### src/rtl/ssbs_pkg.sv
// Shared constants and control types for the sorted set search unit.
package ssbs_pkg;

	localparam int CAPACITY_DEF = 64;
	localparam int KEY_BITS_DEF = 32;
	localparam int POS_W        = 7;

	localparam logic [1:0] OP_FIND  = 2'd0;
	localparam logic [1:0] OP_ADD   = 2'd1;
	localparam logic [1:0] OP_CLEAR = 2'd2;

	localparam logic [1:0] ST_DONE      = 2'd0;
	localparam logic [1:0] ST_NOT_FOUND = 2'd1;
	localparam logic [1:0] ST_DUPLICATE = 2'd2;
	localparam logic [1:0] ST_FULL      = 2'd3;

	// Controller to datapath
	typedef struct packed {
		logic start;
		logic cmp;
		logic decide;
		logic sh_rd;
		logic sh_wr;
		logic ins_wr;
		logic load_out;
	} ssbs_cmd_t;

	// Datapath to controller
	typedef struct packed {
		logic is_clear;
		logic search_end;
		logic ins_ok;
		logic at_pos;
	} ssbs_stat_t;

endpackage

### src/rtl/ssbs_ram.sv
// Generic simple dual-port RAM with registered read.
module ssbs_ram #(
	parameter int WIDTH = 32,
	parameter int DEPTH = 64
) (
	input  logic                     clk,
	input  logic                     we,
	input  logic [$clog2(DEPTH)-1:0] waddr,
	input  logic [WIDTH-1:0]         wdata,
	input  logic [$clog2(DEPTH)-1:0] raddr,
	output logic [WIDTH-1:0]         rdata
);

	logic [WIDTH-1:0] mem [DEPTH];

	always_ff @(posedge clk) begin
		if (we) begin
			mem[waddr] <= wdata;
		end
		rdata <= mem[raddr];
	end

endmodule

### src/rtl/ssbs_ctrl.sv
// Sequencer for search, insert shift and result hand-off.
module ssbs_ctrl (
	input  logic               clk,
	input  logic               arst_n,
	input  logic               in_valid,
	output logic               in_stall,
	output logic               out_valid,
	input  logic               out_stall,
	input  ssbs_pkg::ssbs_stat_t stat,
	output ssbs_pkg::ssbs_cmd_t  cmd
);
	import ssbs_pkg::*;

	localparam logic [2:0] S_IDLE   = 3'd0;
	localparam logic [2:0] S_SEARCH = 3'd1;
	localparam logic [2:0] S_CMP    = 3'd2;
	localparam logic [2:0] S_DECIDE = 3'd3;
	localparam logic [2:0] S_SH_CHK = 3'd4;
	localparam logic [2:0] S_SH_WR  = 3'd5;
	localparam logic [2:0] S_FIN    = 3'd6;

	logic [2:0] state_q;
	logic [2:0] state_n;
	logic       out_valid_q;
	logic       out_free;

	assign in_stall  = (state_q != S_IDLE);
	assign out_valid = out_valid_q;
	assign out_free  = !out_valid_q || !out_stall;

	always_comb begin
		cmd     = '0;
		state_n = state_q;
		unique case (state_q)
			S_IDLE: begin
				if (in_valid) begin
					cmd.start = 1'b1;
					state_n   = S_SEARCH;
				end
			end
			S_SEARCH: begin
				// probe read of mid is issued here; data is compared next cycle
				if (stat.is_clear || stat.search_end) begin
					state_n = S_DECIDE;
				end else begin
					state_n = S_CMP;
				end
			end
			S_CMP: begin
				cmd.cmp = 1'b1;
				state_n = S_SEARCH;
			end
			S_DECIDE: begin
				cmd.decide = 1'b1;
				state_n    = stat.ins_ok ? S_SH_CHK : S_FIN;
			end
			S_SH_CHK: begin
				if (stat.at_pos) begin
					cmd.ins_wr = 1'b1;
					state_n    = S_FIN;
				end else begin
					cmd.sh_rd = 1'b1;
					state_n   = S_SH_WR;
				end
			end
			S_SH_WR: begin
				cmd.sh_wr = 1'b1;
				state_n   = S_SH_CHK;
			end
			S_FIN: begin
				if (out_free) begin
					cmd.load_out = 1'b1;
					state_n      = S_IDLE;
				end
			end
			default: begin
				state_n = S_IDLE;
			end
		endcase
	end

	always_ff @(posedge clk or negedge arst_n) begin
		if (!arst_n) begin
			state_q     <= S_IDLE;
			out_valid_q <= 1'b0;
		end else begin
			state_q <= state_n;
			if (cmd.load_out) begin
				out_valid_q <= 1'b1;
			end else if (!out_stall) begin
				out_valid_q <= 1'b0;
			end
		end
	end

endmodule

### src/rtl/ssbs_dp.sv
// Key table, bisection bounds, shift index and result registers.
module ssbs_dp #(
	parameter int CAPACITY = ssbs_pkg::CAPACITY_DEF,
	parameter int KEY_BITS = ssbs_pkg::KEY_BITS_DEF
) (
	input  logic                        clk,
	input  logic                        arst_n,
	input  ssbs_pkg::ssbs_cmd_t         cmd,
	output ssbs_pkg::ssbs_stat_t        stat,
	input  logic                        cfg_we,
	input  logic                        cfg_order,
	input  logic [1:0]                  operation,
	input  logic [KEY_BITS-1:0]         key,
	input  logic                        force_req,
	output logic                        found,
	output logic [ssbs_pkg::POS_W-1:0]  position,
	output logic [1:0]                  status,
	output logic [ssbs_pkg::POS_W-1:0]  count
);
	import ssbs_pkg::*;

	localparam int AW    = $clog2(CAPACITY);
	localparam int CNT_W = $clog2(CAPACITY + 1);
	localparam logic [KEY_BITS-1:0] SIGN_BIT = KEY_BITS'(1) << (KEY_BITS - 1);

	logic                order_q;
	logic [CNT_W-1:0]    count_q;
	logic [KEY_BITS-1:0] key_q;
	logic [1:0]          op_q;
	logic                force_q;
	logic [CNT_W-1:0]    lo_q;
	logic [CNT_W-1:0]    hi_q;
	logic [CNT_W-1:0]    idx_q;
	logic                found_q;
	logic [1:0]          status_q;

	logic [CNT_W:0]      sum;
	logic [CNT_W-1:0]    mid;
	logic [CNT_W-1:0]    idx_m1;
	logic [KEY_BITS-1:0] flip;
	logic [KEY_BITS-1:0] tgt;
	logic [KEY_BITS-1:0] probe;
	logic [KEY_BITS-1:0] rdata;
	logic [AW-1:0]       raddr;
	logic                is_add;
	logic                is_clear;
	logic                dup;
	logic                full;
	logic [1:0]          status_n;

	always_comb begin
		sum      = {1'b0, lo_q} + {1'b0, hi_q};
		mid      = sum[CNT_W:1];
		idx_m1   = idx_q - 1'b1;
		// flipping the sign bit maps two's complement order onto unsigned order
		flip     = order_q ? SIGN_BIT : '0;
		tgt      = key_q ^ flip;
		probe    = rdata ^ flip;
		is_add   = (op_q == OP_ADD);
		is_clear = (op_q == OP_CLEAR);
		dup      = found_q && !force_q;
		full     = (count_q >= CNT_W'(CAPACITY));
		raddr    = cmd.sh_rd ? idx_m1[AW-1:0] : mid[AW-1:0];
		priority if (is_clear) begin
			status_n = ST_DONE;
		end else if (is_add) begin
			status_n = dup ? ST_DUPLICATE : (full ? ST_FULL : ST_DONE);
		end else begin
			status_n = found_q ? ST_DONE : ST_NOT_FOUND;
		end
		stat.is_clear   = is_clear;
		stat.search_end = found_q || (lo_q >= hi_q);
		stat.ins_ok     = is_add && !dup && !full;
		stat.at_pos     = (idx_q == lo_q);
	end

	ssbs_ram #(
		.WIDTH(KEY_BITS),
		.DEPTH(CAPACITY)
	) u_ram (
		.clk  (clk),
		.we   (cmd.sh_wr || cmd.ins_wr),
		.waddr(idx_q[AW-1:0]),
		.wdata(cmd.ins_wr ? key_q : rdata),
		.raddr(raddr),
		.rdata(rdata)
	);

	always_ff @(posedge clk or negedge arst_n) begin
		if (!arst_n) begin
			order_q <= 1'b0;
			count_q <= '0;
		end else begin
			if (cfg_we) begin
				order_q <= cfg_order;
			end
			if (cmd.decide && is_clear) begin
				count_q <= '0;
			end else if (cmd.ins_wr) begin
				count_q <= count_q + 1'b1;
			end
		end
	end

	always_ff @(posedge clk) begin
		if (cmd.start) begin
			key_q   <= key;
			op_q    <= operation;
			force_q <= force_req;
			lo_q    <= '0;
			hi_q    <= count_q;
			found_q <= 1'b0;
		end
		if (cmd.cmp) begin
			priority if (tgt < probe) begin
				hi_q <= mid;
			end else if (tgt > probe) begin
				lo_q <= mid + 1'b1;
			end else begin
				found_q <= 1'b1;
				lo_q    <= mid;
			end
		end
		if (cmd.decide) begin
			status_q <= status_n;
			idx_q    <= count_q;
			if (is_clear) begin
				lo_q    <= '0;
				found_q <= 1'b0;
			end
		end
		if (cmd.sh_wr) begin
			idx_q <= idx_m1;
		end
		if (cmd.load_out) begin
			found    <= found_q;
			position <= POS_W'(lo_q);
			status   <= status_q;
			count    <= POS_W'(count_q);
		end
	end

endmodule

### src/rtl/sorted_set_binary_search_unit.sv
// Sorted key set with bisection search, insert and clear: top level.
// One request at a time. The key table sits in a RAM with one registered read
// port, so each bisection probe is a read of the middle entry followed by a
// compare. An add that inserts also moves every entry above the insert point up
// by one, reading and then writing each moved entry before the new key is
// written. A new request is taken once the previous one has moved its result
// into the output register, even while that result is still stalled. The user
// must write configuration (signed or unsigned compare) on the cfg channel only
// while no request is open; the block itself does not enforce this.
module sorted_set_binary_search_unit #(
	parameter int CAPACITY = ssbs_pkg::CAPACITY_DEF,
	parameter int KEY_BITS = ssbs_pkg::KEY_BITS_DEF
) (
	input  logic                       clk,
	input  logic                       arst_n,
	input  logic                       cfg_valid,
	output logic                       cfg_ready,
	input  logic                       key_order_signed,
	input  logic                       in_valid,
	output logic                       in_stall,
	input  logic [1:0]                 operation,
	input  logic [KEY_BITS-1:0]        key,
	input  logic                       force_req,
	output logic                       out_valid,
	input  logic                       out_stall,
	output logic                       found,
	output logic [ssbs_pkg::POS_W-1:0] position,
	output logic [1:0]                 status,
	output logic [ssbs_pkg::POS_W-1:0] count
);
	import ssbs_pkg::*;

	ssbs_cmd_t  cmd;
	ssbs_stat_t stat;

	assign cfg_ready = 1'b1;

	ssbs_ctrl u_ctrl (
		.clk      (clk),
		.arst_n   (arst_n),
		.in_valid (in_valid),
		.in_stall (in_stall),
		.out_valid(out_valid),
		.out_stall(out_stall),
		.stat     (stat),
		.cmd      (cmd)
	);

	ssbs_dp #(
		.CAPACITY(CAPACITY),
		.KEY_BITS(KEY_BITS)
	) u_dp (
		.clk      (clk),
		.arst_n   (arst_n),
		.cmd      (cmd),
		.stat     (stat),
		.cfg_we   (cfg_valid && cfg_ready),
		.cfg_order(key_order_signed),
		.operation(operation),
		.key      (key),
		.force_req(force_req),
		.found    (found),
		.position (position),
		.status   (status),
		.count    (count)
	);

endmodule

### config.mk
export PLATFORM = sky130hd
export DESIGN_NAME = sorted_set_binary_search_unit
export DESIGN_NICKNAME = d
export VERILOG_FILES = /design/src/rtl/ssbs_pkg.sv /design/src/rtl/ssbs_ram.sv /design/src/rtl/ssbs_ctrl.sv /design/src/rtl/ssbs_dp.sv /design/src/rtl/sorted_set_binary_search_unit.sv
export SDC_FILE = /design/constraint.sdc
export NUM_CORES = 2
export LEC_CHECK = 0
export ABC_AREA = 1
export BUFFER_PORTS_ARGS = -buffer_cell sky130_fd_sc_hd__buf_2
export CAP_MARGIN = 0
export CORE_MARGIN = 2
export CORE_UTILIZATION = 31
export CTS_CLUSTER_SIZE = 30
export DETAILED_ROUTE_END_ITERATION = 8
export SYNTH_ARGS = -nofsm -noshare
export SYNTH_HDL_FRONTEND = slang
export SYNTH_SLANG_ARGS = --single-unit
### constraint.sdc
create_clock -name clk -period 7.4 [get_ports clk]
set_clock_uncertainty 0.05 [all_clocks]
set_input_delay 0 -clock clk [delete_from_list [all_inputs] [get_ports clk]]
set_output_delay 0 -clock clk [all_outputs]
set_load 0.02 [all_outputs]
=== Yosys cells after proc, flatten, opt, wreduce, memory -nomap -nowiden ===
Memories as Yosys holds them, arrays and structs flattened. A register that Yosys moved wholly into a read port is not among the register bits.
Index checks and enable logic that the tools add are counted.

* Add/subtract/negate cells: 4
* Mux-type cells: 47
* Reductions and logical operators: 18
* Bitwise logic cells: 2
* Eq/ne operators: 12
* Order comparisons: 4

{| class="wikitable"
|+ Operator list
! cell !! count
|-
| 2-to-1 mux 7 bit || 13
|-
| 2-to-1 mux 32 bit || 2
|-
| XOR 32 bit || 2
|-
| > comparator 32 bit || 1
|-
| less-than comparator 32 bit || 1
|-
| 2-to-1 mux 1 bit || 23
|-
| one-hot mux 3 bit (7 select lines) || 1
|-
| adder 7 x 1 -> 7 bit, second input constant || 2
|-
| 2-to-1 mux 2 bit || 5
|-
| == test 3 bit, second input constant || 3
|-
| adder 7 x 7 -> 8 bit || 1
|-
| == test 7 bit || 1
|-
| >= comparator 7 bit || 1
|-
| >= comparator 7 bit, second input constant || 1
|-
| subtractor 7 x 1 -> 7 bit, second input constant || 1
|-
| == test 3 x 2 -> 1 bit, second input constant || 2
|-
| 2-to-1 mux 3 bit || 2
|-
| 2-to-1 mux 6 bit || 1
|-
| logical NOT 1 bit || 5
|-
| logical AND 1 bit || 4
|-
| logical OR 1 bit || 4
|-
| inequality test 2 x 1 -> 1 bit, second input constant || 2
|-
| nonzero test 2 bit || 2
|-
| == test 3 x 1 -> 1 bit, second input constant || 1
|-
| 6 further kinds || 6
|}

* Memories: 1
* Bits in writable memories: 2,048
* Bits of input ports: 41
* Flip-flop bits (word level): 88
* Logic and storage cells: 104
* Output and inout bits: 20

{| class="wikitable"
|+ Memory list
! memory !! words !! width !! read ports !! clocked after memory_dff !! wr ports !! line !! text
|-
| u_dp.u_ram.mem || 64 || 32 || 1 || 1 || 1 || ssbs_ram.sv:14 || <nowiki>logic [WIDTH-1:0] mem [DEPTH];</nowiki>
|}

=== Logic depth before layout (Yosys ltp) ===
* Depth in word-level cells: 8
* Gate-level depth with buffers: 20
* Depth with buffers taken out: 17

=== Hierarchy ===
From an unflattened synthesis, not the netlist that was laid out.

* Cells, all modules: 7,397
* Area total of the unflattened synthesis: 88,157.0 µm²

{| class="wikitable"
|+ Modules (own cells, without submodules)
! module !! seq. area each (µm²) !! area each (µm²) !! cells an instance !! times used
|-
| ssbs_ram || 62,139.6 || 82,738.1 || 6,769 || 1
|-
| ssbs_dp || 2,332.2 || 5,121.2 || 582 || 1
|-
| ssbs_ctrl || 100.1 || 286.5 || 44 || 1
|-
| sorted_set_binary_search_unit || 0.0 || 11.3 || 2 || 1
|}

=== Worst setup path before layout ===
No wires, ideal clock.

* Path type: reg2reg
* Start: reg u_dp.idx_q[3]
* End: mem u_dp.u_ram.mem[0][1], data pin
* Required time: 6.648 ns
* Setup slack: 2.751 ns
* Arrival: 3.897 ns
* Library setup time: 0.702 ns
* Stages on the path, launching flop included: 12
* Buffers on the path: 2
* Clock period less this slack: 4.649 ns
* Cell sequence: edfxtp_1 > inv_2 > nand2_1 > nand2_1 > inv_1 > nand2_1 > nor2_1 > nand2_1 > nor2_1 > clkbuf_1 > clkbuf_1 > o21ai_0

* Longest elaborated chain between the ends: 4

{| class="wikitable"
|+ Ends and longest elaborated chain
! item !! line !! text
|-
| start: declaration || ssbs_dp.sv:33 || <nowiki>logic [CNT_W-1:0] idx_q;</nowiki>
|-
| start signal: assignment || ssbs_dp.sv:126 || <nowiki>idx_q <= count_q;</nowiki>
|-
| start signal: assignment || ssbs_dp.sv:133 || <nowiki>idx_q <= idx_m1;</nowiki>
|-
| == test 7 bit || ssbs_dp.sv:74 || <nowiki>stat.at_pos = (idx_q == lo_q);</nowiki>
|-
| 2-to-1 mux 1 bit || ssbs_ctrl.sv:58 || <nowiki>if (stat.at_pos) begin</nowiki>
|-
| 2-to-1 mux 1 bit || ssbs_ctrl.sv:34 || <nowiki>unique case (state_q)</nowiki>
|-
| 2-to-1 mux 32 bit || ssbs_dp.sv:84 || <nowiki>.wdata(cmd.ins_wr ? key_q : rdata),</nowiki>
|-
| named net u_dp.u_ram.wdata[1] || ssbs_ram.sv:9 || <nowiki>input logic [WIDTH-1:0] wdata,</nowiki>
|-
| end: declaration || ssbs_ram.sv:14 ||
|}

The timed path passes the listed nets, and every way through them passes these cells.

=== Worst setup path in the final report ===
* Start: reg u_dp.idx_q[0]
* End: reg u_dp.u_ram.rdata[22] (read register of u_dp.u_ram.mem)

* Longest elaborated chain between the ends: 4
* Elaborated cells on any way between the ends: 5
* Classes of those cells: 1 x add/sub; 1 x eq/ne; 3 x mux

{| class="wikitable"
|+ Ends and longest elaborated chain
! item !! line !! text
|-
| parallel branches: the longest is 3 deep, another holds subtractor 7 x 1 -> 7 bit || - ||
|-
| 2-to-1 mux 6 bit (*) || ssbs_dp.sv:63 || <nowiki>raddr = cmd.sh_rd ? idx_m1[AW-1:0] : mid[AW-1:0];</nowiki>
|-
| end: declaration || ssbs_ram.sv:11 || <nowiki>output logic [WIDTH-1:0] rdata</nowiki>
|}

Mark *: on every way between the ends.
A chain may end at the register's enable or synchronous reset.

==> results.yml <==
outcome:
  status: "finished, violations left"
  violations: "max-capacitance violations"
logic_synthesis:
  yosysWarnings: 0
  avgSynthCellArea_um2: 10.3
  synthTopCellsByArea: "edfxtp_1 66%, nand3_1 11%, nand2_1 8.4%, inv_1 8.0%, buf_2 1.9%"
  synth.most_common_cell: "nand3_1"
  syn_nets: 9392
  synth_cell_type_count: 40
  synthFlopType: "edfxtp_1"
  synth_edf_count: 2109
  syn_area_um2: 95400
  synth_top_area_share_pct: 66.4
  synthTopCellsByCount: "2169 x nand3_1, 2124 x nand2_1, 2109 x edfxtp_1"
  yosysTopAreaCell: "edfxtp_1"
  seq_area_frac_synth_pct: 67.7
  async_reset_ff_share_pct: 0.554
  syn_inst: 9302
  synth_seq_cells: 2168
setup_path:
  crit_path_end_kind: "flop"
  cp_max_fo: 46
  arrival_ns: 6.29
  cp.required_ns: 8.09
  crit_path_start_kind: "flop"
  regToRegSetupSlack_ns: 1.80
  critPathKind: "reg2reg"
clocking:
  root_buffer: "clkbuf_16"
  path_clk_slew_ns: 0.06
  numCtsBuffers: 211
  clockBufferDepth: 3
  h-tree-depth: 4
  clkLatencyLatePin_ns: 0.86
  cts_tree: "done"
  cts.sinks: 2168
  ctsResizeCount: 0
grt:
  track_usage_pct: 18.2
  grt_pass1_vias: 61200
  grt_pass1_wl_mm: 419
  grt_max_degree: 130
  antenna_found_initial: 14
  overflow: 0
timing:
  timing.fmax_mhz: 179
  worst_slew_pin_slew_ns: 1.47
  final_hold_viol_count: 0
  rsz0062_at_grt: "no"
  holdWs_ns: 0.288
  fin_crit_sh_pct: 75.7
  finalWorstSetupSlack_ns: 1.80
  slew_headroom_pct: 1.33
  period_minus_slack_ns: 5.60
  tns_ns: 0
  slew_violations: 0
  setup_viol: 0
final_layout:
  syn_to_final_growth_pct: 14.2
  drive_gt1_share_pct: 7.07
  instances_no_fill: 13600
  fill_cells: 29900
  fin_nets: 9463
run:
  cap_violations: 1
routing:
  routed_wl_mm: 289
  drt_pass1_iterations: 6
  vias: 66000
  drcViolationCount: 0
  routed_via_density: 4.83
  drt_iter0_drc: 8172
  antenna_left: 0
  wire_per_inst_um: 21.2
floorplan:
  start_util_pct: 31.2
  fp.dieH_um: 559
  core.rowCount: 203
  die-area_um2: 312000
  die_w_um: 559
  coreArea_um2: 306000
  io_pins: 61
placed_design:
  pre_cts_ws_ns: 1.96
  port_buffers: 59
  gp_congestion: 0.857
  placed_cells: 13200
  dp_hpwl_mm: 158
worst_hold_path:
  worstHoldPathType: "in2reg"
final cells by class:
cell class / instances / area, µm² / area share [%]
clock buffers: 275 / 5740 / 5.27
well taps: 4100 / 5130 / 4.71
multi-input cells: 4626 / 21800 / 20.1
flip-flops and latches: 2168 / 64600 / 59.3
clock inverters: 109 / 1120 / 1.02
inverters: 2031 / 7640 / 7.01
diodes: 3 / 7.51 / 0.00689
repair buffers: 335 / 2870 / 2.64
cell families after synthesis:
family	synth area share, %
compound gates	0.732
xor+xnor	0.0735
fa+ha+maj	0.651
buf+inv	10.4
flops	67.7
other cells	0.00393
simple gates	20.4
critical path, cell delays in order (launching register included):
cell and delay [ns]:
edfxtp_1 0.54, xnor2_1 0.27, nand3_1 0.15, o21bai_4 0.40
inv_2 0.21, o21ai_4 0.99, buf_4 0.70, buf_4 0.71
nand3_1 0.41, nand3_1 0.30, nand3_1 0.20, nand3_1 0.36
nand2_1 0.09
per-layer routing:
layer  routed length, µm  share of wire [%]  track usage, %  vias to the layer above
met2              135000                 47            29.6                     2965
li1                    -                  -               -                    30400
met3               26200                9.1            3.10                      493
met5                  41              0.014               0                        -
met1              117000                 41            24.2                    32100
met4               10600                3.7            6.81                        6
flip-flops by register name, indices dropped and copies added, names as in the netlist, 2 cells and up:
signal            count
u_dp.u_ram.mem     2048
u_dp.key_q           32
u_dp.u_ram.rdata     32
u_dp.count            7
u_dp.count_q          7
u_dp.hi_q             7
u_dp.idx_q            7
u_dp.lo_q             7
u_dp.position         7
u_ctrl.state_q        3
u_dp.op_q             2
u_dp.status           2
u_dp.status_q         2
placed cells by master (no fill, tap or decap), types with 43 or more instances in the layout:
cell	count
clkbuf_16	218
edfxtp_1	2109
nor2_4	65
nand2_1	2123
clkbuf_1	50
nand3_1	2168
inv_1	2020
dlygate4sd3_1	81
ha_1	48
buf_4	171
dfxtp_1	47
buf_2	59
nor2_1	43
final timing paths:
kind | depth (start not counted) | from | to
setup / recovery | 12 | u_dp.idx_q[0]$_DFFE_PP_ | u_dp.u_ram.rdata[22]$_DFF_P_
hold / removal | 7 | in_valid | u_dp.hi_q[4]$_DFF_P_
setup reg to reg | 12 | u_dp.idx_q[0]$_DFFE_PP_ | u_dp.u_ram.rdata[22]$_DFF_P_
hold reg to reg | 0 | u_dp.status_q[0]$_SDFFCE_PP0P_ | u_dp.status[0]$_DFFE_PP_
max in group asynchronous | 3 | arst_n | u_dp.order_q$_DFFE_PN0P_
min in group asynchronous | 3 | arst_n | u_ctrl.state_q[2]$_DFFE_PN0P_
through the flow:
stage / cell area, µm² / util (%)
global placement: 101000 / 33.1
detailed placement: 101000 / 33.1
global route: 109000 / 35.6
finish: 109000 / 35.6
CTS: 109000 / 35.6
floorplan: 95400 / -
timing repair:
item | 4_1_cts | 5_1_grt
hold endpoints to repair | 117 | 0
setup buffers | 0 | 0
hold buffers | 81 | 0
setup endpoints to repair | 0 | 0
Power is left out: the tool's default activity adds up to more than one toggle a clock period on the data nets, which glitch-free logic cannot reach.
